File: src/design/jsu_pkg.sv
// Shared types and codes for the JSON string unescaper.
`default_nettype none
package jsu_pkg;

  // Front-end phases
  localparam logic [2:0] PH_TEXT    = 3'd0;
  localparam logic [2:0] PH_ESC     = 3'd1;
  localparam logic [2:0] PH_HEX1    = 3'd2;
  localparam logic [2:0] PH_WAIT_BS = 3'd3;
  localparam logic [2:0] PH_WAIT_U  = 3'd4;
  localparam logic [2:0] PH_HEX2    = 3'd5;
  localparam logic [2:0] PH_UTF8    = 3'd6;

  // Result status codes
  localparam logic [3:0] ST_DATA       = 4'd0;
  localparam logic [3:0] ST_CLOSED     = 4'd1;
  localparam logic [3:0] ST_CTRL       = 4'd2;
  localparam logic [3:0] ST_BAD_ESC    = 4'd3;
  localparam logic [3:0] ST_BAD_HEX    = 4'd4;
  localparam logic [3:0] ST_MISS_LOW   = 4'd5;
  localparam logic [3:0] ST_BAD_LOW    = 4'd6;
  localparam logic [3:0] ST_STRAY_LOW  = 4'd7;
  localparam logic [3:0] ST_BAD_UTF8   = 4'd8;
  localparam logic [3:0] ST_SHORT_UTF8 = 4'd9;
  localparam logic [3:0] ST_UNTERM     = 4'd10;
  localparam logic [3:0] ST_OPEN_ESC   = 4'd11;
  localparam logic [3:0] ST_SHORT_UNI  = 4'd12;

  // Configuration register indexes
  localparam logic REG_VALIDATE = 1'b0;

  // Results caused by one input byte: up to four data bytes, then an
  // optional status item.
  typedef struct packed {
    logic [3:0][7:0] bytes;
    logic [2:0]      nbytes;
    logic            has_tail;
    logic [3:0]      tail;
  } jsu_job_t;

endpackage
`default_nettype wire

File: src/design/jsu_front.sv
// Front end: per-byte string state machine that builds at most one job per accepted byte.
`default_nettype none
module jsu_front
  import jsu_pkg::*;
(
  input  wire logic       clk,
  input  wire logic       rst,
  input  wire logic       in_valid,
  output logic            in_ready,
  input  wire logic [7:0] in_byte,
  input  wire logic       input_ends,
  input  wire logic       validate_utf8,
  input  wire logic       q_full,
  output logic            push,
  output jsu_job_t        job
);

  logic [2:0]      phase, phase_next;
  logic [15:0]     code_accum, code_accum_next;
  logic [9:0]      high_half, high_half_next;
  logic [1:0]      hex_count, hex_count_next;
  logic [2:0][7:0] utf8_hold, utf8_hold_next;
  logic [1:0]      utf8_need, utf8_need_next;
  logic [1:0]      utf8_have, utf8_have_next;

  logic            accept;
  logic [3:0]      err;
  logic            done;
  logic [4:0]      hv;
  logic [15:0]     acc_new;
  logic [20:0]     cp;
  logic [7:0]      esc_char;
  logic [7:0]      lead;

  function automatic logic [4:0] hex_value(input logic [7:0] c);
    logic [7:0] l;
    l = c | 8'h20;
    if (c >= 8'h30 && c <= 8'h39) return {1'b1, 4'(c - 8'h30)};
    if (l >= 8'h61 && l <= 8'h66) return {1'b1, 4'(l - 8'h57)};
    return 5'd0;
  endfunction

  // UTF-8 encoding of a code point: bytes and count
  function automatic logic [34:0] encode(input logic [20:0] c);
    logic [3:0][7:0] o;
    logic [2:0]      n;
    o = '0;
    if (c <= 21'h7f) begin
      o[0] = c[7:0];
      n = 3'd1;
    end else if (c <= 21'h7ff) begin
      o[0] = {3'b110, c[10:6]};
      o[1] = {2'b10, c[5:0]};
      n = 3'd2;
    end else if (c <= 21'hffff) begin
      o[0] = {4'b1110, c[15:12]};
      o[1] = {2'b10, c[11:6]};
      o[2] = {2'b10, c[5:0]};
      n = 3'd3;
    end else begin
      o[0] = {5'b11110, c[20:18]};
      o[1] = {2'b10, c[17:12]};
      o[2] = {2'b10, c[11:6]};
      o[3] = {2'b10, c[5:0]};
      n = 3'd4;
    end
    return {o, n};
  endfunction

  assign in_ready = !q_full;
  assign accept   = in_valid && in_ready;
  assign hv       = hex_value(in_byte);
  assign acc_new  = {code_accum[11:0], hv[3:0]};
  assign lead     = utf8_hold[0];

  always_comb begin
    unique case (in_byte)
      8'h22:   esc_char = 8'h22;
      8'h5c:   esc_char = 8'h5c;
      8'h2f:   esc_char = 8'h2f;
      8'h62:   esc_char = 8'h08;
      8'h66:   esc_char = 8'h0c;
      8'h6e:   esc_char = 8'h0a;
      8'h72:   esc_char = 8'h0d;
      8'h74:   esc_char = 8'h09;
      default: esc_char = 8'h00;
    endcase
  end

  always_comb begin
    phase_next      = phase;
    code_accum_next = code_accum;
    high_half_next  = high_half;
    hex_count_next  = hex_count;
    utf8_hold_next  = utf8_hold;
    utf8_need_next  = utf8_need;
    utf8_have_next  = utf8_have;
    job             = '0;
    err             = ST_DATA;
    done            = 1'b0;
    cp              = 21'(acc_new);

    unique case (phase)
      PH_TEXT: begin
        if (in_byte == 8'h22) begin
          job.has_tail = 1'b1;
          job.tail     = ST_CLOSED;
          done         = 1'b1;
        end else if (in_byte == 8'h5c) begin
          phase_next = PH_ESC;
        end else if (in_byte < 8'h20) begin
          err = ST_CTRL;
        end else if (!validate_utf8 || in_byte < 8'h80) begin
          job.bytes[0] = in_byte;
          job.nbytes   = 3'd1;
        end else begin
          if (in_byte >= 8'hc2 && in_byte <= 8'hdf) utf8_need_next = 2'd1;
          else if (in_byte >= 8'he0 && in_byte <= 8'hef) utf8_need_next = 2'd2;
          else if (in_byte >= 8'hf0 && in_byte <= 8'hf4) utf8_need_next = 2'd3;
          else err = ST_BAD_UTF8;
          utf8_hold_next[0] = in_byte;
          utf8_have_next    = 2'd0;
          phase_next        = PH_UTF8;
        end
      end
      PH_ESC: begin
        if (in_byte == 8'h75) begin
          phase_next      = PH_HEX1;
          hex_count_next  = 2'd0;
          code_accum_next = '0;
        end else if (esc_char == 8'h00) begin
          err = ST_BAD_ESC;
        end else begin
          job.bytes[0] = esc_char;
          job.nbytes   = 3'd1;
          phase_next   = PH_TEXT;
        end
      end
      PH_HEX1, PH_HEX2: begin
        if (!hv[4]) begin
          err = ST_BAD_HEX;
        end else if (hex_count != 2'd3) begin
          hex_count_next  = hex_count + 2'd1;
          code_accum_next = acc_new;
        end else begin
          hex_count_next  = 2'd0;
          code_accum_next = '0;
          if (phase == PH_HEX1) begin
            if (acc_new[15:10] == 6'b110110) begin
              high_half_next = acc_new[9:0];
              phase_next     = PH_WAIT_BS;
            end else if (acc_new[15:10] == 6'b110111) begin
              err = ST_STRAY_LOW;
            end else begin
              {job.bytes, job.nbytes} = encode(cp);
              phase_next = PH_TEXT;
            end
          end else begin
            // join the surrogate pair
            cp = 21'h10000 + {1'b0, high_half, acc_new[9:0]};
            if (acc_new[15:10] != 6'b110111) begin
              err = ST_BAD_LOW;
            end else begin
              {job.bytes, job.nbytes} = encode(cp);
              phase_next = PH_TEXT;
            end
          end
        end
      end
      PH_WAIT_BS: begin
        if (in_byte == 8'h5c) phase_next = PH_WAIT_U;
        else err = ST_MISS_LOW;
      end
      PH_WAIT_U: begin
        if (in_byte == 8'h75) begin
          phase_next      = PH_HEX2;
          hex_count_next  = 2'd0;
          code_accum_next = '0;
        end else begin
          err = ST_MISS_LOW;
        end
      end
      default: begin
        // held UTF-8 sequence; first continuation has range limits
        if (utf8_have == 2'd0 &&
            ((lead == 8'he0 && in_byte < 8'ha0) || (lead == 8'hed && in_byte >= 8'ha0) ||
             (lead == 8'hf0 && in_byte < 8'h90) || (lead == 8'hf4 && in_byte >= 8'h90)))
          err = ST_BAD_UTF8;
        if (in_byte[7:6] != 2'b10) err = ST_BAD_UTF8;
        if ({1'b0, utf8_have} + 3'd1 >= {1'b0, utf8_need} || utf8_have >= 2'd2) begin
          for (int i = 0; i < 3; i++) begin
            if (2'(i) <= utf8_have) job.bytes[i] = utf8_hold[i];
          end
          job.bytes[utf8_have + 2'd1] = in_byte;
          job.nbytes     = {1'b0, utf8_have} + 3'd2;
          utf8_need_next = 2'd0;
          utf8_have_next = 2'd0;
          phase_next     = PH_TEXT;
        end else begin
          utf8_hold_next[utf8_have + 2'd1] = in_byte;
          utf8_have_next = utf8_have + 2'd1;
        end
      end
    endcase

    if (err != ST_DATA) begin
      job          = '0;
      job.has_tail = 1'b1;
      job.tail     = err;
      done         = 1'b1;
    end

    if (input_ends && !done) begin
      job.has_tail = 1'b1;
      unique case (phase_next)
        PH_TEXT:                        job.tail = ST_UNTERM;
        PH_ESC:                         job.tail = ST_OPEN_ESC;
        PH_HEX1:                        job.tail = ST_SHORT_UNI;
        PH_WAIT_BS, PH_WAIT_U, PH_HEX2: job.tail = ST_MISS_LOW;
        default:                        job.tail = ST_SHORT_UTF8;
      endcase
      done = 1'b1;
    end

    if (done) begin
      phase_next      = PH_TEXT;
      code_accum_next = '0;
      high_half_next  = '0;
      hex_count_next  = '0;
      utf8_need_next  = '0;
      utf8_have_next  = '0;
    end
  end

  assign push = accept && (job.nbytes != 3'd0 || job.has_tail);

  always_ff @(posedge clk) begin
    if (rst) begin
      phase      <= PH_TEXT;
      code_accum <= '0;
      high_half  <= '0;
      hex_count  <= '0;
      utf8_need  <= '0;
      utf8_have  <= '0;
    end else if (accept) begin
      phase      <= phase_next;
      code_accum <= code_accum_next;
      high_half  <= high_half_next;
      hex_count  <= hex_count_next;
      utf8_need  <= utf8_need_next;
      utf8_have  <= utf8_have_next;
    end
  end

  always_ff @(posedge clk) begin
    if (accept) utf8_hold <= utf8_hold_next;
  end

endmodule
`default_nettype wire

File: src/design/jsu_queue.sv
// Short job queue between front and back end.
`default_nettype none
module jsu_queue
  import jsu_pkg::*;
#(
  parameter int DEPTH = 2
) (
  input  wire logic     clk,
  input  wire logic     rst,
  input  wire logic     push,
  input  jsu_job_t      push_job,
  output logic          full,
  input  wire logic     pop,
  output logic          head_valid,
  output jsu_job_t      head_job
);

  localparam int AW = (DEPTH > 1) ? $clog2(DEPTH) : 1;
  localparam int CW = $clog2(DEPTH + 1);

  jsu_job_t        entries [DEPTH];
  logic [AW-1:0]   wr_ptr, rd_ptr;
  logic [CW-1:0]   count;
  logic            do_push, do_pop;

  assign full       = (count == CW'(DEPTH));
  assign head_valid = (count != '0);
  assign head_job   = entries[rd_ptr];
  assign do_push    = push && !full;
  assign do_pop     = pop && head_valid;

  always_ff @(posedge clk) begin
    if (rst) begin
      wr_ptr <= '0;
      rd_ptr <= '0;
      count  <= '0;
    end else begin
      if (do_push) wr_ptr <= (wr_ptr == AW'(DEPTH - 1)) ? '0 : wr_ptr + AW'(1);
      if (do_pop)  rd_ptr <= (rd_ptr == AW'(DEPTH - 1)) ? '0 : rd_ptr + AW'(1);
      if (do_push && !do_pop)      count <= count + CW'(1);
      else if (do_pop && !do_push) count <= count - CW'(1);
    end
  end

  always_ff @(posedge clk) begin
    if (do_push) entries[wr_ptr] <= push_job;
  end

endmodule
`default_nettype wire

File: src/design/jsu_back.sv
// Back end: plays out each job one result item per cycle while out_ready is high.
`default_nettype none
module jsu_back
  import jsu_pkg::*;
(
  input  wire logic       clk,
  input  wire logic       rst,
  input  wire logic       head_valid,
  input  jsu_job_t        head_job,
  output logic            pop,
  output logic            out_valid,
  input  wire logic       out_ready,
  output logic [7:0]      out_byte,
  output logic [3:0]      status,
  output logic            run_last
);

  jsu_job_t   cur;
  logic       busy;
  logic [2:0] idx;
  logic [2:0] total;
  logic       is_data;

  assign total     = cur.nbytes + {2'b0, cur.has_tail};
  assign is_data   = idx < cur.nbytes;
  assign out_valid = busy;
  assign out_byte  = is_data ? cur.bytes[idx[1:0]] : 8'h00;
  assign status    = is_data ? ST_DATA : cur.tail;
  assign run_last  = (idx == total - 3'd1);
  assign pop       = head_valid && (!busy || (out_ready && run_last));

  always_ff @(posedge clk) begin
    if (rst) begin
      busy <= 1'b0;
      idx  <= '0;
    end else if (pop) begin
      busy <= 1'b1;
      idx  <= '0;
    end else if (busy && out_ready) begin
      if (run_last) busy <= 1'b0;
      else idx <= idx + 3'd1;
    end
  end

  always_ff @(posedge clk) begin
    if (pop) cur <= head_job;
  end

endmodule
`default_nettype wire

File: src/design/json_string_unescape.sv
// A result item passes through the job queue and the back end's job register before it appears.
// Throughput: one input byte per cycle while each byte gives at most one result and out_ready
// is high; a byte that gives several results keeps the back end busy until all are played out.
// The job queue (QUEUE_DEPTH entries) absorbs bursts between the two sides.
// Reset (rst, synchronous): idle in plain text, queue empty, validate_utf8 = 0.
`default_nettype none
module json_string_unescape
  import jsu_pkg::*;
#(
  parameter int QUEUE_DEPTH = 2
) (
  input  wire logic        clk,
  input  wire logic        rst,
  input  wire logic        in_valid,
  output logic             in_ready,
  input  wire logic [7:0]  in_byte,
  input  wire logic        input_ends,
  output logic             out_valid,
  input  wire logic        out_ready,
  output logic [7:0]       out_byte,
  output logic [3:0]       status,
  output logic             run_last,
  input  wire logic        psel,
  input  wire logic        penable,
  input  wire logic        pwrite,
  input  wire logic [2:0]  paddr,
  input  wire logic [31:0] pwdata,
  output logic [31:0]      prdata,
  output logic             pready
);

  logic     validate_utf8;
  logic     q_full, push, pop, head_valid;
  jsu_job_t job, head_job;

  assign pready = 1'b1;
  assign prdata = (paddr[2] == REG_VALIDATE) ? {31'b0, validate_utf8} : 32'b0;

  always_ff @(posedge clk) begin
    if (rst) begin
      validate_utf8 <= 1'b0;
    end else if (psel && penable && pwrite && pready && paddr[2] == REG_VALIDATE) begin
      validate_utf8 <= pwdata[0];
    end
  end

  jsu_front u_front (
    .clk           (clk),
    .rst           (rst),
    .in_valid      (in_valid),
    .in_ready      (in_ready),
    .in_byte       (in_byte),
    .input_ends    (input_ends),
    .validate_utf8 (validate_utf8),
    .q_full        (q_full),
    .push          (push),
    .job           (job)
  );

  jsu_queue #(.DEPTH(QUEUE_DEPTH)) u_queue (
    .clk        (clk),
    .rst        (rst),
    .push       (push),
    .push_job   (job),
    .full       (q_full),
    .pop        (pop),
    .head_valid (head_valid),
    .head_job   (head_job)
  );

  jsu_back u_back (
    .clk        (clk),
    .rst        (rst),
    .head_valid (head_valid),
    .head_job   (head_job),
    .pop        (pop),
    .out_valid  (out_valid),
    .out_ready  (out_ready),
    .out_byte   (out_byte),
    .status     (status),
    .run_last   (run_last)
  );

endmodule
`default_nettype wire
File: config.mk
export PLATFORM = sky130hd
export DESIGN_NAME = json_string_unescape
export DESIGN_NICKNAME = d
export VERILOG_FILES = /design/src/design/jsu_pkg.sv /design/src/design/jsu_front.sv /design/src/design/jsu_queue.sv /design/src/design/jsu_back.sv /design/src/design/json_string_unescape.sv
export SDC_FILE = /design/constraint.sdc
export NUM_CORES = 1
export LEC_CHECK = 0
export ABC_AREA = 1
export BUFFER_PORTS_ARGS = -buffer_cell sky130_fd_sc_hd__buf_2
export CORE_UTILIZATION = 49
export CTS_CLUSTER_DIAMETER = 150
export DETAILED_ROUTE_END_ITERATION = 10
export GPL_TIMING_DRIVEN = 0
export PLACE_DENSITY = 0.67
export SLEW_MARGIN = 15
export SYNTH_ARGS = -nofsm -noshare
export SYNTH_HDL_FRONTEND = slang
export SYNTH_SLANG_ARGS = --single-unit
File: constraint.sdc
create_clock -name clk -period 5.7 [get_ports clk]
set_clock_uncertainty 0.2 [all_clocks]
set_input_delay 0.57 -clock clk [delete_from_list [all_inputs] [get_ports clk]]
set_output_delay 0.57 -clock clk [all_outputs]
set_load 0.005 [all_outputs]
==> results of run 1 <==
registers in the layout, summed over array words and instances, names as in the netlist:
signal and flops:
u_front.hex_count 2, u_queue.rd_ptr 1, u_queue.entries 80, u_front.utf8_hold 16
u_front.utf8_need 2, u_front.lead 8, u_back.out_valid 1, u_queue.wr_ptr 1
validate_utf8 1, u_queue.count 2, u_front.utf8_have 2, u_front.code_accum 12
u_front.phase 3, u_back.idx 3, u_back.cur 40, u_front.high_half 10
worst max-delay path, cell delays in order:
cell	delay, ps
buf_2	250
inv_1	240
ha_1	300
inv_1	110
nor2_1	50
nand2_1	140
nand3_1	140
nand2_4	120
nand2_4	110
nor2_2	180
nand3_1	90
nand3_1	140
nand3_2	150
a21oi_1	490
nand2_1	140
nand2_1	90
nor2_1	60
nand3_2	100
nand2_1	110
nor2_4	380
buf_12	260
layout by cell type (no fill, tap or decap), drive strengths merged, types with 2 or more instances in the layout:
master,count
a32oi,2
o21bai,2
dfxtp,40
o21ai,89
xnor2,4
inv,117
ha,19
buf,85
nor3,16
clkbuf,45
nand4,20
nand2,323
conb,34
a22oi,3
o2111ai,9
a211oi,7
edfxtp,144
a221oi,6
a2111oi,3
nor2,155
o221ai,4
o31ai,3
nor3b,2
o32ai,5
o211ai,13
a21oi,104
nand3,60
and2,2
or2,3
clkinv,10
o22ai,3
nor4,3
power by group through the flow:
stage / combinational [mW] / sequential [mW] / clock [mW]
finish: 0.973 / 1.87 / 1.24
global route: 1.11 / 1.89 / 1.31
CTS: 0.975 / 1.87 / 1.26
detailed placement: 0.969 / 1.90 / 0
global placement: 0.941 / 1.90 / 0
floorplan: 0.651 / 1.87 / 0
routing by layer:
layer	vias to the layer above	routed length [um]	global-route usage, %
met1	4216	12900	37.5
met2	363	13700	43.9
li1	4409	-	-
met5	-	0	0
met4	0	939	10.8
met3	64	1970	4.48
final cells by class:
| class | count | share of cell area [%] |
|---|---|---|
| inverters | 113 | 3.64 |
| well taps | 275 | 2.90 |
| flip-flops and latches | 184 | 43.2 |
| repair buffers | 35 | 1.73 |
| clock inverters | 15 | 1.76 |
| clock buffers | 17 | 3.59 |
| plain buffers | 78 | 3.97 |
| multi-input cells | 905 | 39.2 |
through the flow:
| stage | setup WS, ps | TNS (ps) | power (mW) | util, % |
|---|---|---|---|---|
| after global routing | 1120 | 0 | 4.31 | 56.2 |
| after floorplan | 940 | 0 | 2.52 | - |
| after global placement | -1030 | -41080 | 2.84 | 53.0 |
| after detailed placement | 1020 | 0 | 2.87 | 53.2 |
| final | 1400 | 0 | 4.08 | 56.2 |
| after CTS | 1460 | 0 | 4.10 | 56.2 |
kinds of logic after synthesis:
group                    count (synthesis)  share of synthesized area [%]
XOR/XNOR                                 5                          0.415
adder cells (fa/ha/maj)                 20                           2.44
AND/OR/NAND/NOR                        586                           25.2
flip-flops                             184                           48.6
other                                    2                         0.0712
buffers and inverters                  191                           8.55
AO/OA/AOI/OAI                          260                           14.7
final timing paths:
check                            start                endpoint  slack [ps]  cells after the start
setup reg to reg  u_front.utf8_have[1]  u_queue.entries[0][30]        1580                     11
setup / recovery            in_byte[0]  u_queue.entries[0][13]        1400                     21
hold reg to reg       u_queue.count[1]        u_queue.count[1]         290                      2
hold / removal              in_byte[6]   u_front.utf8_hold[14]         120                      1
==> impl_metrics.tcl, run 1 <==
set metrics [dict create \
    synth_edf_count 144 \
    grt_overflow 0 \
    synth_top_cell_by_area "edfxtp_1" \
    fin_crit_sh_pct 75.4 \
    drive_above_1_share_pct 14.7 \
    synth_common_cells "nand2_1, edfxtp_1, nor2_1" \
    multi_input_area_sq_um 4650 \
    min_period_ps 4300 \
    grt_pass1_wl_um 45700 \
    insertion_delay_ps 450 \
    worst_pin_slew_ps 873 \
    hpwl_um 22200 \
    rows 53 \
    clockBufferDepth 2 \
    gp_congestion 0.966 \
    drt-pass1-iter-count 5 \
    slew_viol_final 0 \
    status "complete, no violations" \
    intPower_mw 2.69 \
    synth.distinct_cells 64 \
    crit_arrival_ps 4240 \
    clk_pin_slew_ps 80 \
    wirelength_um 29600 \
    coreArea_sq_um 21100 \
    die_w_um 149 \
    die_area_sq_um 22100 \
    vias 9052 \
    cts_resized 0 \
    timing.fmax_mhz 233 \
    clockRootBuffer "clkbuf_16" \
    synth_ff_type "edfxtp_1" \
    p_clk_share_pct 30.4 \
    route.detailed.drc 0 \
    synth.most_common_cell "nand2_1" \
    cts.sinks 184 \
    nets 1405 \
    dp.cells 1590 \
    yosysSeqAreaShare_pct 48.6 \
    whs_ps 116 \
    required_ps 5640 \
    setup_viol 0 \
    powerDensity_nw_per_um2 344 \
    synth_top_area_share_pct 41.0 \
    initial_core_util_pct 50.0 \
    synthArstFlopShare_pct 0 \
    syn_inst 1248 \
    cts_buffers 17 \
    avgSynthCellArea_sq_um 8.45 \
    p_sw_mw 1.39 \
    post_cts_buffers 0 \
    synth_warnings 0 \
    final_cells 1622 \
    pin_count 99 \
    max-vdd-ir-drop_v 0.000255 \
    antenna_found_initial 0 \
    die_h_um 149 \
    synth.area.top_cells "edfxtp_1, nand2_1, dfxtp_1" \
    avgRoutedWirePerCell_um 18.2 \
    worstSetupEndpointType "register" \
    n_fill_cell 1981 \
    ys_seq_elements 184 \
    synth_area_sq_um 10500 \
    ant_nets 0 \
    cp-start-kind "input pin" \
    hold_viol_final 0 \
    grt_max_degree 41 \
    rsz0062_at_grt "no" \
    final-seq-area_sq_um 5120 \
    slew_headroom_pct 40.3 \
    vias_per_cell 5.58 \
    cts_htree_levels 4 \
    combPwrFrac_pct 23.9 \
    hold_path.class "input pin to register" \
    grt_use_total_pct 27.5 \
    holdBufCountCts 0 \
    leakage_nw 5.02 \
    numPortBuffers 33 \
    max_cap_violations 0 \
    netSwitchingFraction_pct 34.0 \
    initialDrtViolationCount 998 \
    area_delta_synth_final_pct 12.4 \
    crit_fanout 28 \
    fin_area_sq_um 11900 \
    placed_area_sq_um 11200 \
    power_frac_seq_pct 45.8 \
    diodes 0 \
    grt_pass1_vias 8224 \
    critPathKind "input pin to register" \
    cts_tree "done" \
]
Note: power is estimated with default switching activity, not from simulation.
==> inputs of run 2 (changes only) <==
- clock period: 5.7 -> 4.45 ns (I/O delays scaled with it)
==> run 2 against run 1 <==
Hold slack lost 59 ps. Combinational power grew 28%. Setup slack lost 1100 ps. First-iteration DRC count shrank 22%. Global-route usage grew 0.21 points. Non-clock buffer count grew 3. Wire length shrank 0.36%. Cell count grew 0.18%. Register-to-register slack lost 1300 ps. Highest routed layer unchanged.
==> impl_metrics.tcl, run 2 (synthesized netlist as in run 1, its figures left out) <==
set metrics [dict create \
    status "complete, no violations" \
    rows 53 \
    worstSetupEndpointType "register" \
    setup_viol 0 \
    cp-start-kind "input pin" \
    insertion_delay_ps 450 \
    largest_reg_flops 80 \
    timing.fmax_mhz 241 \
    intPower_mw 3.49 \
    hp-start "in_byte[5]" \
    p_clk_share_pct 30.4 \
    critPathKind "input pin to register" \
    max-vdd-ir-drop_v 0.000250 \
    power_frac_seq_pct 45.7 \
    coreArea_sq_um 21100 \
    route.detailed.drc 0 \
    final_cells 1625 \
    die_h_um 149 \
    whs_ps 57.0 \
    pin_count 99 \
    cts_buffers 17 \
    cts_htree_levels 4 \
    grt_overflow 0 \
    grt_pass1_wl_um 46200 \
    fin_crit_sh_pct 93.2 \
    layout_common_cells "nand2_1, edfxtp_1, nor2_1" \
    max_cap_violations 0 \
    drive_above_1_share_pct 14.7 \
    vias_per_cell 5.51 \
    cts.sinks 184 \
    grt_use_total_pct 27.7 \
    netSwitchingFraction_pct 33.2 \
    min_period_ps 4150 \
    initialDrtViolationCount 783 \
    worst_pin_slew_ps 855 \
    setup_tns_ps 0 \
    gp_congestion 0.961 \
    fin_area_sq_um 11900 \
    dp.cells 1590 \
    utilization_pct 56.4 \
    crit_buf_inv 5 \
    cts_tree "done" \
    crit_family "simple AND/OR/NAND/NOR gates" \
    die_area_sq_um 22100 \
    top_regs "u_queue.entries (80), u_back.cur (40), u_front.utf8_hold (16)" \
    critPathLaunch "in_byte[3]" \
    placed_area_sq_um 11200 \
    clk_pin_slew_ps 80 \
    layout_commonest_cell "nand2_1" \
    crit_arrival_ps 4090 \
    slew_headroom_pct 41.5 \
    p_total_mw 5.23 \
    reg2reg_from "u_front.utf8_have[1]" \
    n_fill_cell 1895 \
    grt_pass1_vias 8335 \
    area_delta_synth_final_pct 12.8 \
    hpwl_um 22200 \
    required_ps 4390 \
    grt_max_degree 41 \
    drt-pass1-iter-count 5 \
    slew_viol_final 0 \
    diodes 0 \
    leakage_nw 5.03 \
    top_register "u_queue.entries" \
    numPortBuffers 33 \
    cp_slowest_cell "dlygate4sd3_1" \
    hold_path.class "input pin to register" \
    combPwrFrac_pct 23.9 \
    die_w_um 149 \
    vias 8955 \
    max_stage_delay_ps 530 \
    powerDensity_nw_per_um2 439 \
    clockBufferDepth 2 \
    dp_slack_ps -96.9 \
    worstPathCellList "dlygate4sd3_1 > buf_2 > buf_4 > inv_2 > nand2_1 > nor2_4 > nand3_1 > nand2_4 > nand2_4 > nor2_2 > nand3_1 > nand3_1 > nand3_2 > a21oi_2 > nand2_1 > nand2_1 > nor2_1 > nand3_2 > nand2_1 > nor2_4 > buf_12" \
    nets 1408 \
    fin_ws_ps 301 \
    wirelength_um 29500 \
    crit_fanout 28 \
    p_sw_mw 1.73 \
    avgRoutedWirePerCell_um 18.1 \
    hold_viol_final 0 \
    clockRootBuffer "clkbuf_16" \
    antenna_found_initial 0 \
    ant_nets 0 \
    rsz0062_at_grt "no" \
    crit_top_cell "nand2_1" \
    initial_core_util_pct 50.0 \
]
## run 2: changes by cell type in the layout (fill, tap and decap cells not counted)
cell | previous run | this run
inv_6 | 3 | 2
inv_8 | 3 | 5
dlygate4sd3_1 | 0 | 3
a21oi_1 | 103 | 102
clkinv_8 | 5 | 4
bufinv_16 | 0 | 1
inv_16 | 1 | 0
a21oi_2 | 0 | 1
clkinv_4 | 0 | 1
inv_12 | 3 | 2
## run 2: repair_timing
action                                  in CTS  in global routing
hold endpoints to repair                     5                  0
endpoints found under the setup margin       0                 29
gates resized for setup                      0                  1
setup buffers                                0                  0
hold buffers                                 3                  0
## run 2: cell type report
cell class,instances,area (sq um),area share [%]
plain buffers,78,470,3.96
clock buffers,17,425,3.58
inverters,113,432,3.63
flip-flops and latches,184,5120,43.1
clock inverters,15,209,1.76
well taps,275,344,2.89
multi-input cells,905,4650,39.1
repair buffers,38,235,1.98
## run 2: final timing paths
check                                              end  cells past startpoint  slack [ps]
worst max-delay path            u_queue.entries[0][23]                     21         300
worst min-delay path             u_front.utf8_hold[21]                      1          60
worst max register to register  u_queue.entries[1][22]                     11         330
worst min register to register        u_queue.count[1]                      2         290
## run 2: power by group through the flow
stage / logic [mW] / clock network (mW) / registers (mW)
4_1_cts: 1.26 / 1.61 / 2.39
3_3_place_gp: 1.21 / 0 / 2.43
5_1_grt: 1.41 / 1.68 / 2.42
6_report: 1.25 / 1.59 / 2.39
3_5_place_dp: 1.25 / 0 / 2.43
2_1_floorplan: 0.834 / 0 / 2.40
## run 2: metal layers
layer | vias to the layer above | track usage, % | share of wire, %
met5 | - | 0 | 0
met4 | 0 | 8.81 | 2.1
met3 | 36 | 4.48 | 6.4
met2 | 341 | 45.6 | 48
met1 | 4185 | 37.3 | 44
li1 | 4393 | - | -
==> inputs of run 3 (changes only) <==
- RECOVER_POWER: unset -> 25
==> run 3 against run 2 <==
Hold slack better by 3.3 ps. Via count is 0.15% lower. Clock-buffer cell count stayed put. Global-route usage stayed put. Cell count stayed put. Sequential share of layout area is 0.077 points higher. Critical endpoint is now u_queue.entries[0][22]. Largest power group unchanged.
==> impl_metrics.tcl, run 3 (synthesized netlist as in run 1, its figures left out) <==
set metrics [dict create \
    required_ps 4390 \
    clockBufferDepth 2 \
    layout_common_cells "nand2_1, edfxtp_1, nor2_1" \
    multi_input_area_sq_um 4650 \
    combPwrFrac_pct 23.8 \
    dp.cells 1590 \
    vias 8942 \
    antenna_found_initial 0 \
    grt_pass1_wl_um 46200 \
    grt_use_total_pct 27.7 \
    n_fill_cell 1906 \
    avgRoutedWirePerCell_um 18.1 \
    wirelength_um 29400 \
    critPathKind "input pin to register" \
    numPortBuffers 33 \
    timing.fmax_mhz 240 \
    drt-pass1-iter-count 6 \
    die_area_sq_um 22100 \
    status "complete, no violations" \
    post_cts_buffers 0 \
    cts.sinks 184 \
    utilization_pct 56.3 \
    cts_tree "done" \
    vias_per_cell 5.50 \
    grt_overflow 0 \
    crit_fanout 28 \
    power_frac_seq_pct 45.7 \
    area_delta_synth_final_pct 12.6 \
    p_clk_share_pct 30.5 \
    hold_path.class "input pin to register" \
    slew_headroom_pct 41.6 \
    die_h_um 149 \
    fin_ws_ps 276 \
    worstReg2RegEnd "u_queue.entries[1][22]" \
    grt_max_degree 41 \
    hpwl_um 22200 \
    initial_core_util_pct 50.0 \
    cts_buffers 17 \
    p_sw_mw 1.74 \
    fin_crit_sh_pct 93.8 \
    placed_area_sq_um 11200 \
    min_period_ps 4170 \
    top_regs "u_queue.entries (80), u_back.cur (40), u_front.utf8_hold (16)" \
    hold_viol_final 0 \
    worstSetupEndpoint "u_queue.entries[0][22]" \
    die_w_um 149 \
    grt_pass1_vias 8335 \
    coreArea_sq_um 21100 \
    nets 1408 \
    ant_nets 0 \
    worst_pin_slew_ps 855 \
    max_cap_violations 0 \
    r2r.worst_path.cells 11 \
    drive_above_1_share_pct 13.4 \
    gp_congestion 0.961 \
    reg2reg_from "u_front.utf8_have[1]" \
    rows 53 \
    cp-start-kind "input pin" \
    crit_arrival_ps 4120 \
    r2r_slack_ps 330 \
    largest_reg_flops 80 \
    leakage_nw 4.98 \
    worstSetupEndpointType "register" \
    max-vdd-ir-drop_v 0.000252 \
    clockRootBuffer "clkbuf_16" \
    clk_pin_slew_ps 80 \
    diodes 0 \
    route.detailed.drc 0 \
    intPower_mw 3.48 \
    netSwitchingFraction_pct 33.4 \
    top_register "u_queue.entries" \
    rsz0062_at_grt "no" \
    critPathLaunch "in_byte[3]" \
    final_cells 1625 \
    dp_slack_ps -96.9 \
    final-seq-area_sq_um 5120 \
    insertion_delay_ps 450 \
    setup_viol 0 \
    layout_commonest_cell "nand2_1" \
    initialDrtViolationCount 760 \
    powerDensity_nw_per_um2 439 \
    slew_viol_final 0 \
    cts_htree_levels 4 \
    fin_area_sq_um 11900 \
    setup_tns_ps 0 \
    pin_count 99 \
]
## run 3: what timing repair did
action / CTS / global route
endpoints found under the hold margin: 5 / 0
setup endpoints to repair: 0 / 29
hold buffers: 3 / 0
resized for setup: 0 / 1
## run 3: per-layer routing
layer / vias to the layer above / routed length, um / global-route usage (%) / part of all wire (%)
li1: 4396 / - / - / -
met1: 4123 / 12900 / 37.3 / 44
met2: 378 / 13900 / 45.6 / 47
met3: 45 / 2000 / 4.48 / 6.8
met4: 0 / 656 / 8.81 / 2.2
met5: - / 0 / 0 / 0
## run 3: cell type report
class / instances / area share, %
clock inverter: 15 / 1.76
timing repair buffer: 38 / 1.81
multi-input combinational: 905 / 39.2
tap: 275 / 2.90
inverter: 113 / 3.64
buffer: 78 / 3.95
clock buffer: 17 / 3.58
sequential: 184 / 43.2
## run 3: worst max-delay path, stage by stage
cell           delay, ps
dlygate4sd3_1        520
clkbuf_1             150
buf_4                220
nand2_1              120
nand2_1              110
nand2_2              100
nand2_4              160
nand2_1               80
nand2_2              110
nand2_1              280
nor2_1               190
nand4_1               90
nand2_1               60
nand2_1              110
nor2_8               150
nand3_2              110
nand2_2               90
nand2_1              120
nand3_2              140
nand2_1              110
nor2_4               370
buf_12               260
## run 3: power groups by stage
| stage | Sequential [mW] | Combinational, mW | Clock, mW |
|---|---|---|---|
| finish | 2.39 | 1.24 | 1.59 |
| floorplan | 2.40 | 0.834 | 0 |
| global placement | 2.43 | 1.21 | 0 |
| detailed placement | 2.43 | 1.25 | 0 |
| global route | 2.42 | 1.40 | 1.68 |
| CTS | 2.39 | 1.26 | 1.61 |
## run 3: how the worst min path moves through the flow
stage                     startpoint                     to  slack [ps]  cells after the start
floorplan           u_queue.count[1]       u_queue.count[1]         250                      2
global placement    u_queue.count[1]       u_queue.count[1]         270                      2
detailed placement  u_queue.count[1]       u_queue.count[1]         280                      2
CTS                       in_byte[5]  u_front.utf8_hold[21]          50                      1
global route               pwdata[0]          validate_utf8          60                      2
finish                     pwdata[0]          validate_utf8          60                      2
## run 3: through the flow
step                power (mW)  hold slack [ps]
finish                    5.22             60.3
global placement          3.64              271
floorplan                 3.23              252
detailed placement        3.68              281
CTS                       5.25             45.9
global route              5.49             60.4
